--- src/mrs_pkg.sv ---
// Shared types, constants and the CRC helper for the Modbus RTU register slave.
package mrs_pkg;

    localparam int REG_COUNT   = 14;
    localparam int FRAME_BYTES = 16;

    localparam int REG_IDX_W = $clog2(REG_COUNT);
    localparam int FIDX_W    = $clog2(FRAME_BYTES);
    localparam int FCNT_W    = $clog2(FRAME_BYTES + 1);

    localparam int QUEUE_DEPTH = 2;
    localparam int QPTR_W      = (QUEUE_DEPTH > 1) ? $clog2(QUEUE_DEPTH) : 1;
    localparam int QCNT_W      = $clog2(QUEUE_DEPTH + 1);

    localparam int REPLY_MAX   = 33;
    localparam int TX_CNT_W    = $clog2(REPLY_MAX + 1);
    localparam int READ_FIXED  = 5;
    localparam int ECHO_BYTES  = 8;

    localparam int MIN_FRAME        = 8;
    localparam int MIN_MULTI_FRAME  = 15;
    localparam int CRC_MARK_SHORT   = 6;
    localparam int CRC_MARK_LONG    = 13;
    localparam int READ_START_LIMIT = 7;
    localparam int READ_END_LIMIT   = 15;
    localparam int WRITE_ONE_LIMIT  = 5;

    localparam logic [15:0] CRC_POLY = 16'hA001;
    localparam logic [15:0] CRC_INIT = 16'hFFFF;

    localparam logic [7:0] FC_READ_HOLD      = 8'h03;
    localparam logic [7:0] FC_WRITE_ONE      = 8'h06;
    localparam logic [7:0] FC_WRITE_MULTI    = 8'h10;
    localparam logic [7:0] WRITE_MULTI_BYTES = 8'h06;
    localparam logic [7:0] GROUP_BASE        = 8'd100;
    localparam logic [7:0] BROADCAST_ADDR    = 8'h00;
    localparam logic [7:0] ADDR_RESET        = 8'h01;

    typedef enum logic [1:0] {
        CMD_LOCAL,
        CMD_READ,
        CMD_WRITE_ONE,
        CMD_WRITE_MULTI
    } cmd_kind_t;

    // pb holds frame bytes 2 through 12
    typedef struct packed {
        cmd_kind_t        kind;
        logic             own;
        logic [2:0]       start;
        logic [3:0]       qty;
        logic [3:0]       lidx;
        logic [15:0]      lval;
        logic [10:0][7:0] pb;
    } cmd_t;

    typedef struct packed {
        logic full;
        logic empty;
    } queue_status_t;

    typedef enum logic {
        BK_IDLE,
        BK_EMIT
    } back_state_t;

    function automatic logic [15:0] crc_byte(input logic [15:0] crc_in, input logic [7:0] v);
        logic [15:0] c;
        c = crc_in ^ {8'h00, v};
        for (int k = 0; k < 8; k++)
        begin
            c = c[0] ? ((c >> 1) ^ CRC_POLY) : (c >> 1);
        end
        return c;
    endfunction

endpackage

--- src/modbus_rtu_register_slave_core.sv ---
// Top level of the Modbus RTU holding-register slave: address register, front, queue, back.
//
// A frame byte or a local register update is taken while busy is low. After the last byte of a
// frame, the front end checks address, function, CRC and limits and queues a command, with busy
// high. A two-entry command queue separates the front end from the back end, so bytes of the
// next frame keep flowing while a reply goes out. The back end picks up a command from the queue
// and applies register writes, then, after one output register stage, streams the reply one
// byte per clock with tx_strobe high (8 bytes for writes, 5 plus twice the register count for
// reads). Read and multi-write replies get a CRC computed byte by byte as they go out; a
// single-register write echoes the CRC bytes of its frame. busy also stays high while the
// queue is full. tx_strobe marks each reply byte for exactly one cycle and cannot be held off.
// Invalid or short frames produce no reply.
module modbus_rtu_register_slave_core (
    input  logic        clk,
    input  logic        rst_n,
    input  logic        start,
    output logic        busy,
    input  logic        func,
    input  logic [7:0]  rx_byte,
    input  logic        frame_end,
    input  logic [3:0]  local_index,
    input  logic [15:0] local_value,
    output logic [7:0]  tx_byte,
    output logic        tx_last,
    output logic        tx_strobe,
    input  logic        cfg_valid,
    output logic        cfg_ready,
    input  logic [7:0]  cfg_data
);
    import mrs_pkg::*;

    logic [7:0]    addr_reg, addr_next;
    logic          q_push, q_pop;
    cmd_t          push_cmd, head;
    queue_status_t q_stat;

    assign cfg_ready = 1'b1;
    assign addr_next = (cfg_valid && cfg_ready) ? cfg_data : addr_reg;

    always_ff @(posedge clk or negedge rst_n)
    begin
        if (!rst_n)
        begin
            addr_reg <= ADDR_RESET;
        end
        else
        begin
            addr_reg <= addr_next;
        end
    end

    mrs_front u_front (
        .clk           (clk),
        .rst_n         (rst_n),
        .start         (start),
        .func          (func),
        .rx_byte       (rx_byte),
        .frame_end     (frame_end),
        .local_index   (local_index),
        .local_value   (local_value),
        .slave_address (addr_reg),
        .q_stat        (q_stat),
        .busy          (busy),
        .push          (q_push),
        .push_cmd      (push_cmd)
    );

    mrs_queue u_queue (
        .clk      (clk),
        .rst_n    (rst_n),
        .push     (q_push),
        .push_cmd (push_cmd),
        .pop      (q_pop),
        .head     (head),
        .q_stat   (q_stat)
    );

    mrs_back u_back (
        .clk           (clk),
        .rst_n         (rst_n),
        .slave_address (addr_reg),
        .head          (head),
        .q_stat        (q_stat),
        .pop           (q_pop),
        .tx_byte       (tx_byte),
        .tx_last       (tx_last),
        .tx_strobe     (tx_strobe)
    );

`ifndef ASSERT_OFF
    a_push_room: assert property (@(posedge clk) disable iff (!rst_n)
        q_push |-> !q_stat.full)
        else $error("command pushed into a full queue");

    a_frame_close_busy: assert property (@(posedge clk) disable iff (!rst_n)
        (start && !busy && !func && frame_end) |=> busy)
        else $error("front end accepted an item during frame classification");

    a_reply_contiguous: assert property (@(posedge clk) disable iff (!rst_n)
        (tx_strobe && !tx_last) |=> tx_strobe)
        else $error("reply stream broke before its last byte");

    a_reply_gap: assert property (@(posedge clk) disable iff (!rst_n)
        (tx_strobe && tx_last) |=> !tx_strobe)
        else $error("reply byte right after the last byte of a reply");
`endif

endmodule

--- src/mrs_front.sv ---
// Front end: collects frame bytes, runs the CRC, classifies finished frames into commands.
module mrs_front (
    input  logic                  clk,
    input  logic                  rst_n,
    input  logic                  start,
    input  logic                  func,
    input  logic [7:0]            rx_byte,
    input  logic                  frame_end,
    input  logic [3:0]            local_index,
    input  logic [15:0]           local_value,
    input  logic [7:0]            slave_address,
    input  mrs_pkg::queue_status_t q_stat,
    output logic                  busy,
    output logic                  push,
    output mrs_pkg::cmd_t         push_cmd
);
    import mrs_pkg::*;

    logic [7:0]        store_reg [FRAME_BYTES];
    logic [FCNT_W-1:0] count_reg, count_next;
    logic [15:0]       crc_reg, crc_next;
    logic [15:0]       crc6_reg, crc6_next;
    logic [15:0]       crc13_reg, crc13_next;
    logic              fin_reg, fin_next;

    logic              accept;
    logic              store_we;
    logic [FCNT_W-1:0] count_inc;
    logic [15:0]       crc_upd;

    logic [15:0] start16, qty16, rx6, rx13;
    logic [16:0] span;
    logic [7:0]  group_addr;
    logic        own, wr_ok, crc6_ok, crc13_ok, long_enough, multi_len;
    logic        fin_push;
    cmd_kind_t   fin_kind;

    assign busy      = fin_reg | q_stat.full;
    assign accept    = start & ~busy;
    assign store_we  = accept & ~func & (count_reg < FCNT_W'(FRAME_BYTES));
    assign count_inc = count_reg + FCNT_W'(1);
    assign crc_upd   = crc_byte(crc_reg, rx_byte);

    always_ff @(posedge clk)
    begin
        if (store_we)
        begin
            store_reg[count_reg[FIDX_W-1:0]] <= rx_byte;
        end
    end

    always_ff @(posedge clk or negedge rst_n)
    begin
        if (!rst_n)
        begin
            count_reg <= '0;
            crc_reg   <= CRC_INIT;
            crc6_reg  <= '0;
            crc13_reg <= '0;
            fin_reg   <= 1'b0;
        end
        else
        begin
            count_reg <= count_next;
            crc_reg   <= crc_next;
            crc6_reg  <= crc6_next;
            crc13_reg <= crc13_next;
            fin_reg   <= fin_next;
        end
    end

    always_comb
    begin
        count_next = count_reg;
        crc_next   = crc_reg;
        crc6_next  = crc6_reg;
        crc13_next = crc13_reg;
        fin_next   = fin_reg;
        if (fin_reg)
        begin
            // frame classified this cycle: rearm for the next one
            count_next = '0;
            crc_next   = CRC_INIT;
            fin_next   = 1'b0;
        end
        else if (accept && !func)
        begin
            if (store_we)
            begin
                count_next = count_inc;
                crc_next   = crc_upd;
                if (count_inc == FCNT_W'(CRC_MARK_SHORT))
                begin
                    crc6_next = crc_upd;
                end
                if (count_inc == FCNT_W'(CRC_MARK_LONG))
                begin
                    crc13_next = crc_upd;
                end
            end
            fin_next = frame_end;
        end
    end

    assign start16 = {store_reg[2], store_reg[3]};
    assign qty16   = {store_reg[4], store_reg[5]};
    assign rx6     = {store_reg[6], store_reg[7]};
    assign rx13    = {store_reg[13], store_reg[14]};
    assign span    = {1'b0, start16} + {1'b0, qty16};

    assign group_addr  = (slave_address == BROADCAST_ADDR) ? GROUP_BASE
                       : ((slave_address - 8'd1) >> 2) + GROUP_BASE;
    assign own         = (store_reg[0] == slave_address);
    assign wr_ok       = own | (store_reg[0] == BROADCAST_ADDR) | (store_reg[0] == group_addr);
    assign crc6_ok     = (rx6 == crc6_reg) | (rx6 == 16'h0000);
    assign crc13_ok    = (rx13 == crc13_reg) | (rx13 == 16'h0000);
    assign long_enough = (count_reg >= FCNT_W'(MIN_FRAME));
    assign multi_len   = (count_reg >= FCNT_W'(MIN_MULTI_FRAME));

    always_comb
    begin
        fin_push = 1'b0;
        fin_kind = CMD_READ;
        if (long_enough)
        begin
            unique case (store_reg[1])
                FC_READ_HOLD:
                begin
                    fin_kind = CMD_READ;
                    fin_push = own & crc6_ok & (start16 < 16'(READ_START_LIMIT))
                             & (span < 17'(READ_END_LIMIT));
                end
                FC_WRITE_ONE:
                begin
                    fin_kind = CMD_WRITE_ONE;
                    fin_push = wr_ok & crc6_ok & (start16 < 16'(WRITE_ONE_LIMIT));
                end
                FC_WRITE_MULTI:
                begin
                    fin_kind = CMD_WRITE_MULTI;
                    fin_push = multi_len & wr_ok & (store_reg[6] == WRITE_MULTI_BYTES)
                             & (start16 == 16'h0000) & crc13_ok;
                end
                default:
                begin
                    fin_push = 1'b0;
                end
            endcase
        end
    end

    assign push = (accept & func) | (fin_reg & fin_push);

    always_comb
    begin
        push_cmd.kind  = (accept && func) ? CMD_LOCAL : fin_kind;
        push_cmd.own   = own;
        push_cmd.start = start16[2:0];
        push_cmd.qty   = qty16[3:0];
        push_cmd.lidx  = local_index;
        push_cmd.lval  = local_value;
        for (int i = 0; i < 11; i++)
        begin
            push_cmd.pb[i] = store_reg[i + 2];
        end
    end

endmodule

--- src/mrs_queue.sv ---
// Command queue between the frame front end and the register back end.
module mrs_queue (
    input  logic                   clk,
    input  logic                   rst_n,
    input  logic                   push,
    input  mrs_pkg::cmd_t          push_cmd,
    input  logic                   pop,
    output mrs_pkg::cmd_t          head,
    output mrs_pkg::queue_status_t q_stat
);
    import mrs_pkg::*;

    cmd_t              entry_reg [QUEUE_DEPTH];
    logic [QPTR_W-1:0] wptr_reg, wptr_next;
    logic [QPTR_W-1:0] rptr_reg, rptr_next;
    logic [QCNT_W-1:0] cnt_reg, cnt_next;

    function automatic logic [QPTR_W-1:0] ptr_adv(input logic [QPTR_W-1:0] p);
        return (p == QPTR_W'(QUEUE_DEPTH - 1)) ? '0 : p + QPTR_W'(1);
    endfunction

    always_ff @(posedge clk)
    begin
        if (push)
        begin
            entry_reg[wptr_reg] <= push_cmd;
        end
    end

    always_ff @(posedge clk or negedge rst_n)
    begin
        if (!rst_n)
        begin
            wptr_reg <= '0;
            rptr_reg <= '0;
            cnt_reg  <= '0;
        end
        else
        begin
            wptr_reg <= wptr_next;
            rptr_reg <= rptr_next;
            cnt_reg  <= cnt_next;
        end
    end

    always_comb
    begin
        wptr_next = push ? ptr_adv(wptr_reg) : wptr_reg;
        rptr_next = pop ? ptr_adv(rptr_reg) : rptr_reg;
        unique case ({push, pop})
            2'b10:   cnt_next = cnt_reg + QCNT_W'(1);
            2'b01:   cnt_next = cnt_reg - QCNT_W'(1);
            default: cnt_next = cnt_reg;
        endcase
    end

    assign head         = entry_reg[rptr_reg];
    assign q_stat.full  = (cnt_reg == QCNT_W'(QUEUE_DEPTH));
    assign q_stat.empty = (cnt_reg == '0);

endmodule

--- src/mrs_back.sv ---
// Back end: holding register file, command execution and reply byte streaming with CRC.
module mrs_back (
    input  logic                   clk,
    input  logic                   rst_n,
    input  logic [7:0]             slave_address,
    input  mrs_pkg::cmd_t          head,
    input  mrs_pkg::queue_status_t q_stat,
    output logic                   pop,
    output logic [7:0]             tx_byte,
    output logic                   tx_last,
    output logic                   tx_strobe
);
    import mrs_pkg::*;

    back_state_t         state_reg, state_next;
    cmd_t                cmd_reg, cmd_next;
    logic [TX_CNT_W-1:0] k_reg, k_next;
    logic [TX_CNT_W-1:0] len_reg, len_next;
    logic [15:0]         crc_reg, crc_next;
    logic [15:0]         hold_reg [REG_COUNT];
    logic [15:0]         hold_next [REG_COUNT];
    logic [7:0]          tx_byte_reg, tx_byte_next;
    logic                tx_last_reg, tx_last_next;
    logic                tx_strobe_reg, tx_strobe_next;

    logic [TX_CNT_W-1:0] j, pb_sel, ridx_wide, len_m1, len_m2;
    logic [15:0]         rd_word;
    logic [7:0]          pay, out_byte;
    logic                crc_tail;

    assign pop = (state_reg == BK_IDLE) & ~q_stat.empty;

    assign j         = k_reg - TX_CNT_W'(3);
    assign pb_sel    = k_reg - TX_CNT_W'(2);
    assign ridx_wide = TX_CNT_W'(cmd_reg.start) + (j >> 1);
    assign rd_word   = hold_reg[ridx_wide[REG_IDX_W-1:0]];
    assign len_m1    = len_reg - TX_CNT_W'(1);
    assign len_m2    = len_reg - TX_CNT_W'(2);
    assign crc_tail  = (cmd_reg.kind != CMD_WRITE_ONE);

    // payload byte of the reply at position k
    always_comb
    begin
        pay = 8'h00;
        if (k_reg == '0)
        begin
            pay = slave_address;
        end
        else if (k_reg == TX_CNT_W'(1))
        begin
            unique case (cmd_reg.kind)
                CMD_READ:        pay = FC_READ_HOLD;
                CMD_WRITE_ONE:   pay = FC_WRITE_ONE;
                CMD_WRITE_MULTI: pay = FC_WRITE_MULTI;
                default:         pay = 8'h00;
            endcase
        end
        else if (cmd_reg.kind == CMD_READ)
        begin
            if (k_reg == TX_CNT_W'(2))
            begin
                pay = {3'b000, cmd_reg.qty, 1'b0};
            end
            else
            begin
                pay = j[0] ? rd_word[7:0] : rd_word[15:8];
            end
        end
        else
        begin
            pay = cmd_reg.pb[pb_sel[3:0]];
        end
    end

    always_comb
    begin
        priority if (crc_tail && k_reg == len_m2)
        begin
            out_byte = crc_reg[15:8];
        end
        else if (crc_tail && k_reg == len_m1)
        begin
            out_byte = crc_reg[7:0];
        end
        else
        begin
            out_byte = pay;
        end
    end

    always_ff @(posedge clk or negedge rst_n)
    begin
        if (!rst_n)
        begin
            state_reg     <= BK_IDLE;
            k_reg         <= '0;
            len_reg       <= '0;
            crc_reg       <= CRC_INIT;
            tx_strobe_reg <= 1'b0;
            hold_reg      <= '{default: '0};
        end
        else
        begin
            state_reg     <= state_next;
            k_reg         <= k_next;
            len_reg       <= len_next;
            crc_reg       <= crc_next;
            tx_strobe_reg <= tx_strobe_next;
            hold_reg      <= hold_next;
        end
    end

    always_ff @(posedge clk)
    begin
        cmd_reg     <= cmd_next;
        tx_byte_reg <= tx_byte_next;
        tx_last_reg <= tx_last_next;
    end

    always_comb
    begin
        state_next     = state_reg;
        cmd_next       = cmd_reg;
        k_next         = k_reg;
        len_next       = len_reg;
        crc_next       = crc_reg;
        hold_next      = hold_reg;
        tx_byte_next   = tx_byte_reg;
        tx_last_next   = 1'b0;
        tx_strobe_next = 1'b0;
        unique case (state_reg)
            BK_IDLE:
            begin
                if (pop)
                begin
                    cmd_next = head;
                    k_next   = '0;
                    crc_next = CRC_INIT;
                    unique case (head.kind)
                        CMD_LOCAL:
                        begin
                            if (int'(head.lidx) < REG_COUNT)
                            begin
                                hold_next[REG_IDX_W'(head.lidx)] = head.lval;
                            end
                        end
                        CMD_READ:
                        begin
                            len_next   = TX_CNT_W'(READ_FIXED) + TX_CNT_W'({head.qty, 1'b0});
                            state_next = BK_EMIT;
                        end
                        CMD_WRITE_ONE:
                        begin
                            hold_next[REG_IDX_W'(head.start)] = {head.pb[2], head.pb[3]};
                            if (head.own)
                            begin
                                len_next   = TX_CNT_W'(ECHO_BYTES);
                                state_next = BK_EMIT;
                            end
                        end
                        CMD_WRITE_MULTI:
                        begin
                            hold_next[0] = {head.pb[5], head.pb[6]};
                            hold_next[1] = {head.pb[7], head.pb[8]};
                            hold_next[2] = {head.pb[9], head.pb[10]};
                            if (head.own)
                            begin
                                len_next   = TX_CNT_W'(ECHO_BYTES);
                                state_next = BK_EMIT;
                            end
                        end
                        default:
                        begin
                            state_next = BK_IDLE;
                        end
                    endcase
                end
            end
            BK_EMIT:
            begin
                tx_strobe_next = 1'b1;
                tx_byte_next   = out_byte;
                tx_last_next   = (k_reg == len_m1);
                // freeze the CRC once its own bytes go out
                if (k_reg < len_m2)
                begin
                    crc_next = crc_byte(crc_reg, pay);
                end
                k_next = k_reg + TX_CNT_W'(1);
                if (k_reg == len_m1)
                begin
                    state_next = BK_IDLE;
                end
            end
            default:
            begin
                state_next = BK_IDLE;
            end
        endcase
    end

    assign tx_byte   = tx_byte_reg;
    assign tx_last   = tx_last_reg;
    assign tx_strobe = tx_strobe_reg;

endmodule
--- config.mk ---
export PLATFORM = sky130hd
export DESIGN_NAME = modbus_rtu_register_slave_core
export DESIGN_NICKNAME = d
export VERILOG_FILES = /design/src/mrs_pkg.sv /design/src/modbus_rtu_register_slave_core.sv /design/src/mrs_front.sv /design/src/mrs_queue.sv /design/src/mrs_back.sv
export SDC_FILE = /design/constraint.sdc
export NUM_CORES = 1
export LEC_CHECK = 0
export ABC_CLOCK_PERIOD_IN_PS = 18870
export BUFFER_PORTS_ARGS = -buffer_cell sky130_fd_sc_hd__buf_2
export CORE_AREA = 2 2 323 325
export CTS_CLUSTER_SIZE = 8
export DETAILED_ROUTE_END_ITERATION = 12
export DIE_AREA = 0 0 325 327
export HOLD_SLACK_MARGIN = 0.15
export PLACE_DENSITY_LB_ADDON = 0.12
export SETUP_SLACK_MARGIN = 0.05
export SYNTH_ARGS = -nofsm -noshare
export SYNTH_HDL_FRONTEND = slang
export SYNTH_HIERARCHICAL = 1
export SYNTH_SLANG_ARGS = --single-unit
--- constraint.sdc ---
create_clock -name clk -period 18.87 [get_ports clk]
set_clock_uncertainty 0.1 [all_clocks]
set_input_delay 0 -clock clk [delete_from_list [all_inputs] [get_ports clk]]
set_output_delay 0 -clock clk [all_outputs]
set_load 0.02 [all_outputs]
### Word-level counts from Yosys, hierarchy flattened

Memory sizes are Yosys's and may differ from the RTL's.
Cells that the tools add are included.

| storage, ports and cells | value |
|---|---|
| register bits | 426 |
| bits in latches | 0 |
| RAM bits | 364 |
| ROM bits | 0 |
| input bits | 42 |
| output and inout port bits | 12 |
| word-level logic and storage cells | 252 |
| memories | 2 |

| cells by class | value |
|---|---|
| add/sub/neg operators | 15 |
| multipliers | 0 |
| divide/modulo/power cells | 0 |
| order comparisons | 14 |
| equal/unequal tests | 28 |
| shifts and indexed selects | 0 |
| muxes and demuxes | 72 |
| bitwise operators | 47 |
| reductions and logical operators | 30 |

Memories:

| memory | words | width | read ports | clocked after memory_dff | wr ports | RTL line | source |
|---|---|---|---|---|---|---|---|
| u_queue.entry_reg | 2 | 118 | 1 | 0 | 1 | mrs_queue.sv:13 | `cmd_t entry_reg [QUEUE_DEPTH];` |
| u_front.store_reg | 16 | 8 | 15 | 0 | 1 | mrs_front.sv:19 | `logic [7:0] store_reg [FRAME_BYTES];` |

Operator list:

| operator | count |
|---|---|
| bitwise mux 224 bit | 2 |
| two-way mux 16 bit | 25 |
| one-hot mux 176 bit (2 select lines) | 1 |
| two-way mux 224 bit | 1 |
| one-hot mux 48 bit (3 select lines) | 1 |
| demux 16 bit (select 4 bit) | 2 |
| two-way mux 8 bit | 9 |
| binary-select mux 16 bit (select 4 bit) | 1 |
| zero test 16 bit | 3 |
| NOT 2 -> 3 bit | 16 |
| binary-select mux 8 bit (select 4 bit) | 1 |
| equality test 16 bit | 2 |
| less-than comparator 16 x 3 -> 1 bit (second input constant) | 2 |
| one-hot mux 16 bit (2 select lines) | 1 |
| bitwise XOR 16 x 8 -> 16 bit | 2 |
| one-hot mux 6 bit (2 select lines) | 2 |
| AND reduction 4 bit | 5 |
| adder 16 x 16 -> 17 bit | 1 |
| less-than comparator 17 x 4 -> 1 bit (second input constant) | 1 |
| equality test 8 x 3 -> 1 bit (second input constant) | 2 |
| equality test 8 bit | 2 |
| zero test 8 bit | 2 |
| AND 1 bit | 15 |
| >= comparator 5 bit (second input constant) | 3 |
| 50 further kinds | 104 |

### Longest topological paths before layout

| depth | value |
|---|---|
| word-level depth | 30 |
| mapped depth | 20 |
| depth with buffers taken out | 16 |

### Hierarchy

Netlist, hierarchy kept.

By module, submodules not included:

| module | times used | cells an instance | area each (µm²) | seq. area each (µm²) |
|---|---|---|---|---|
| mrs_back | 1 | 1486 | 18526.5 | 9549.2 |
| mrs_queue | 1 | 383 | 8742.1 | 7186.9 |
| mrs_front | 1 | 642 | 8109.0 | 4974.8 |
| modbus_rtu_register_slave_core | 1 | 19 | 344.1 | 201.4 |

### Worst setup path after synthesis

OpenSTA, ideal clock, no wires.

| timing path | value |
|---|---|
| path kind | register to register |
| start | register addr_reg[1] |
| end | memory u_queue/entry_reg[0][0] in the netlist's numbering, enable pin |
| setup time | 0.596 ns |
| data arrival time | 7.720 ns |
| required time | 18.174 ns |
| setup slack | 10.454 ns |
| stages on the path, launching flop included | 15 |
| path buffers | 1 |
| period minus slack after synthesis | 8.416 ns |
| cell sequence | dfrtp_1 > or4_1 > buf_2 > or2_2 > nand2_1 > ha_1 > o21ai_0 > xor2_1 > o21ai_0 > a2111oi_0 > a221o_1 > a21oi_2 > o31ai_1 > inv_1 > nor2_1 |

| between the ends | value |
|---|---|
| longest elaborated chain between the ends | 15 |
| elaborated cells between the ends (all ways) | 23 |
| those cells by class | 2 x add/sub; 2 x eq/ne; 5 x mux; 13 x bitwise; 1 x reduce/logical |

Ends and longest elaborated chain:

| what | RTL line | source |
|---|---|---|
| start: declaration | modbus_rtu_register_slave_core.sv:32 | `logic [7:0] addr_reg, addr_next;` |
| start signal: assignment | modbus_rtu_register_slave_core.sv:48 | `addr_reg <= addr_next;` |
| subtractor 8 x 1 -> 8 bit | mrs_front.sv:112 | `: ((slave_address - 8'd1) >> 2) + GROUP_BASE;` |
| adder 6 x 7 -> 8 bit | mrs_front.sv:112 |  |
| two-way mux 8 bit | mrs_front.sv:111 | `assign group_addr = (slave_address == BROADCAST_ADDR) ? GROUP_BASE` |
| equality test 8 bit | mrs_front.sv:114 | `assign wr_ok = own \| (store_reg[0] == BROADCAST_ADDR) \| (store_reg[0] == group_addr);` |
| bitwise OR 1 bit | mrs_front.sv:114 |  |
| AND 1 bit (2 in a row) | mrs_front.sv:141 | `fin_push = multi_len & wr_ok & (store_reg[6] == WRITE_MULTI_BYTES)` |
| AND 1 bit (2 in a row) | mrs_front.sv:142 | `& (start16 == 16'h0000) & crc13_ok;` |
| one-hot mux 1 bit (3 select lines) * | mrs_front.sv:126 | `unique case (store_reg[1])` |
| two-way mux 1 bit * | mrs_front.sv:124 | `if (long_enough)` |
| AND 1 bit * | mrs_front.sv:152 | `assign push = (accept & func) \| (fin_reg & fin_push);` |
| bitwise OR 1 bit * | mrs_front.sv:152 |  |
| named net q_push | modbus_rtu_register_slave_core.sv:33 | `logic q_push, q_pop;` |
| two-way mux 1 bit * | mrs_queue.sv:24 | `if (push)` |
| two-way mux 1 bit (implied by the code) * | mrs_queue.sv:26 | `entry_reg[wptr_reg] <= push_cmd;` |
| end: declaration | mrs_queue.sv:13 |  |

Mark *: on every way through the listed nets, which the timed path passes. The rest lies on a longest branch.

### Final worst setup path

| timing path | value |
|---|---|
| start | register u_back.k_reg[0] |
| end | register u_back.crc_reg[0] |

| between the ends | value |
|---|---|
| longest elaborated chain between the ends | 23 |
| elaborated cells between the ends (all ways) | 38 |
| those cells by class | 3 x add/sub; 1 x order compare; 3 x eq/ne; 20 x mux; 9 x bitwise; 2 x reduce/logical |

Ends and longest elaborated chain:

| what | RTL line | source |
|---|---|---|
| start: declaration | mrs_back.sv:17 | `logic [TX_CNT_W-1:0] k_reg, k_next;` |
| start signal: assignment | mrs_back.sv:105 | `k_reg <= k_next;` |
| subtractor 5 x 2 -> 5 bit | mrs_back.sv:33 | `assign j = k_reg - TX_CNT_W'(3);` |
| adder 3 x 4 -> 4 bit | mrs_back.sv:35 | `assign ridx_wide = TX_CNT_W'(cmd_reg.start) + (j >> 1);` |
| NOT 4 -> 5 bit (implied by the code) | mrs_back.sv:36 | `assign rd_word = hold_reg[ridx_wide[REG_IDX_W-1:0]];` |
| binary-select mux 16 bit (select 4 bit) | mrs_back.sv:36 |  |
| two-way mux 16 bit (implied by the code) (2 in a row) | mrs_back.sv:36 |  |
| two-way mux 8 bit | mrs_back.sv:66 | `pay = j[0] ? rd_word[7:0] : rd_word[15:8];` |
| two-way mux 8 bit | mrs_back.sv:60 | `if (k_reg == TX_CNT_W'(2))` |
| two-way mux 8 bit | mrs_back.sv:58 | `else if (cmd_reg.kind == CMD_READ)` |
| two-way mux 8 bit | mrs_back.sv:49 | `else if (k_reg == TX_CNT_W'(1))` |
| two-way mux 8 bit | mrs_back.sv:45 | `if (k_reg == '0)` |
| bitwise XOR 16 x 8 -> 16 bit | mrs_pkg.sv:69 | `c = crc_in ^ {8'h00, v};` |
| two-way mux 16 bit / NOT 2 -> 3 bit (equally long branches) (6 in a row) | - |  |
| NOT 2 -> 3 bit (no line) / two-way mux 16 bit (equally long branches) | - |  |
| two-way mux 16 bit (2 in a row) | mrs_pkg.sv:72 | `c = c[0] ? ((c >> 1) ^ CRC_POLY) : (c >> 1);` |
| two-way mux 16 bit | mrs_back.sv:185 | `if (k_reg < len_m2)` |
| one-hot mux 16 bit (2 select lines) | mrs_back.sv:131 | `unique case (state_reg)` |
| end signal: assignment | mrs_back.sv:107 | `crc_reg <= crc_next;` |
| end: declaration | mrs_back.sv:19 | `logic [15:0] crc_reg, crc_next;` |

Several ways; a longest one is shown, not always the timed one. The select of a mux whose other input is x is not followed.
A chain may end at the register's enable or synchronous reset.

==> qor.csv <==
metric;value;unit
drt wl/cell;25.4;um
part of the Yosys area used for sequential elements;0.613;
Largest register FFs;236;
cells after synthesis;2530;
placer congestion estimate;0.830;
cell taking the most area after synthesis;edfxtp_1;
DP HPWL;70.8;mm
Worst Tran Pin Value;1.37;ns
layout cell share with drive strength beyond 1;0.224;
Post-DRT Antenna Nets;0;
Initial Util;0.347;
Area contributors post-synth;edfxtp_1 (39%), dfrtp_1 (20%), mux2_2 (7.3%);
Reg power frac;0.331;
Worst Setup Path Type;reg -> reg;
Layout area overhead;15.2;%
post-synthesis cell area;35700;sq um
core area;103000;sq um
CTS Buf Count;108;
EDFF count, synth;461;
clock slew at reported path FFs;0.06;ns
Bufs on Longest Clock Path;3;
total power;7850;uW
Mean Syn Cell Area;14.1;sq um
Die Y;327;um
CTS HTree Levels;3;
Worst EP required;19.38;ns
Slew Limit Fails;0;
worst setup path startpoint;u_back/k_reg[0]$_DFFE_PN0P_;
Yosys top cell area share;0.388;
worst r2r src;u_back/k_reg[0]$_DFFE_PN0P_;
internal power;4850;uW
Pleak;0.0152;uW
Psw;2990;uW
post-DR vias/cell;5.42;
max cap viols;0;
CTS tree;yes;
GRT overflow;0;
RSZ-0062 raised after global routing;false;
DRT Wirelength;104;mm
fin crit period;6.18;ns
synth warn;6;
Yosys reg bits;782;
Total GRT Usage;0.196;
first-pass GRT wire length;156;mm
P per Cell Area;191;nW/um^2
Setup crit end kind;flip-flop;
n_diodes;0;
number of global-route vias before repair;23000;
hold crit path type;in -> reg;
Final Hold Vio Count;0;
combinational power share;0.441;
most common cell after layout, fill and taps aside;edfxtp_1;
initial antenna violation count;5;
Final Cycle Share;0.327;
worst hold slack;0.211;ns
Peak VDD IR;0.207;mV
CTS Root Cell;clkbuf_16;
FP Rows;118;
Post-CTS Setup Inserts;0;
Critical Path AT;6.68;ns
status;complete, no violations;
Synth Net Count;2621;
Final Setup Violations;0;
FILL cells;9594;
crit path max fanout;36;
I/O Buffers;52;
setup TNS;0;ns
Post-synth ARST share;0.409;
DIE AREA;106000;sq um
Initial DRC Count;1775;
crit path launch type;flip-flop;
Die Span X;325;um
drt pass-1 iters;7;
drt drc;0;
largest net degree at the start of global routing;181;
Sw Share;0.381;
via count;22200;
Clock Latency Late Sink;0.67;ns
final net count;2740;
number of distinct library cells after synthesis;97;
Most used DFF post-synth;edfxtp_1;
IO Pins;54;
Rel. slew slack;0.0824;
most frequent cells in the layout;edfxtp_1 (461), dfrtp_1 (284), mux2_2 (233), nand2_1 (209), o21ai_0 (149);
clock power share;0.228;
Num Clock Sinks;782;
Max Clock Freq;162;MHz
min-delay src;cfg_valid;
-- final timing paths --
check | end | slack (ns) | depth (start not counted)
hold reg to reg | u_queue/entry_reg[0][70]$_DFFE_PP_ | 0.34 | 0
hold / removal | addr_reg[7]$_DFFE_PN0P_ | 0.21 | 3
max in group asynchronous | u_back/tx_strobe$_DFF_PN0_ | 16.30 | 5
setup / recovery | u_back/crc_reg[0]$_DFFE_PN1P_ | 12.69 | 15
min in group asynchronous | u_front/crc_reg[3]$_DFFE_PN1P_ | 0.43 | 3
setup reg to reg | u_back/crc_reg[0]$_DFFE_PN1P_ | 12.69 | 15
-- metal layers --
| layer | vias up | track usage | wire [um] |
|---|---|---|---|
| li1 | 9900 | - | - |
| met3 | 178 | 0.0345 | 5350 |
| met4 | 2 | 0.0616 | 3050 |
| met2 | 699 | 0.324 | 50300 |
| met5 | - | 0 | 13 |
| met1 | 11500 | 0.262 | 45500 |
-- repair_timing --
action                    in CTS  in global routing
hold endpoints to repair     448                  0
gates resized for setup        0                  0
hold buffers                  81                  0
-- layout make-up --
cell class,instances,area (sq um),area share
clock buffers,178,3030,0.0736
repair buffers,182,1480,0.0359
flip-flops and latches,782,21900,0.533
multi-input cells,1543,12800,0.312
clock inverters,4,53.8,0.00131
well taps,1380,1730,0.0420
inverters,32,120,0.00292
-- power by group through the flow --
stage | sequential [uW] | clock (uW) | combinational (uW)
2_1_floorplan | 2520 | 0 | 2560
3_3_place_gp | 2620 | 0 | 3470
3_5_place_dp | 2630 | 0 | 3480
4_1_cts | 2600 | 1840 | 3510
5_1_grt | 2650 | 1900 | 3720
6_report | 2600 | 1790 | 3460
-- synthesized netlist by cell type, types with 11 or more instances --
library cell	number
nand2_1	209
o21a_1	67
inv_1	32
nand3_1	19
buf_6	27
nor3_1	31
and2_1	19
o221ai_1	64
nand4_1	14
a221oi_1	36
buf_2	11
buf_4	39
mux2_2	233
xnor2_1	62
ha_1	47
a21oi_1	53
a22o_1	23
nand2b_1	11
dfrtp_1	287
nor4_1	24
clkbuf_1	83
a22oi_1	39
nor2b_1	27
xor2_1	43
nor2_1	69
dfstp_2	33
mux2i_1	50
mux4_2	56
o21ai_0	151
edfxtp_1	461
-- critical path: stages, from the launching register on --
cell	delay, ns
dfrtp_2	0.59
inv_1	0.34
ha_1	0.44
ha_4	0.14
inv_1	0.05
fa_2	1.24
buf_4	0.50
mux4_2	0.36
a2111oi_0	0.41
a21oi_1	0.11
a211o_1	0.37
xor2_2	0.22
xnor2_2	0.16
xnor3_2	0.50
xnor3_1	0.36
a21oi_1	0.15
-- kinds of logic after synthesis --
family	synth area share
AO/OA/AOI/OAI	0.107
XOR/XNOR	0.0333
adder cells (fa/ha/maj)	0.0176
buffers and inverters	0.0322
flip-flops	0.613
multiplexers	0.131
other	0.000105
AND/OR/NAND/NOR	0.0655
-- stage by stage --
stage | instance area (sq um) | worst slack [ns] | cells | util
final | 41100 | 12.69 | 4101 | 0.400
after global placement | 37200 | 12.73 | 3838 | 0.362
after CTS | 41100 | 12.59 | 4101 | 0.400
after floorplan | 35700 | 10.45 | 2530 | -
after detailed placement | 37200 | 12.61 | 3838 | 0.362
after global routing | 41100 | 12.33 | 4101 | 0.400
No activity file was read; power rests on OpenSTA's default activity.
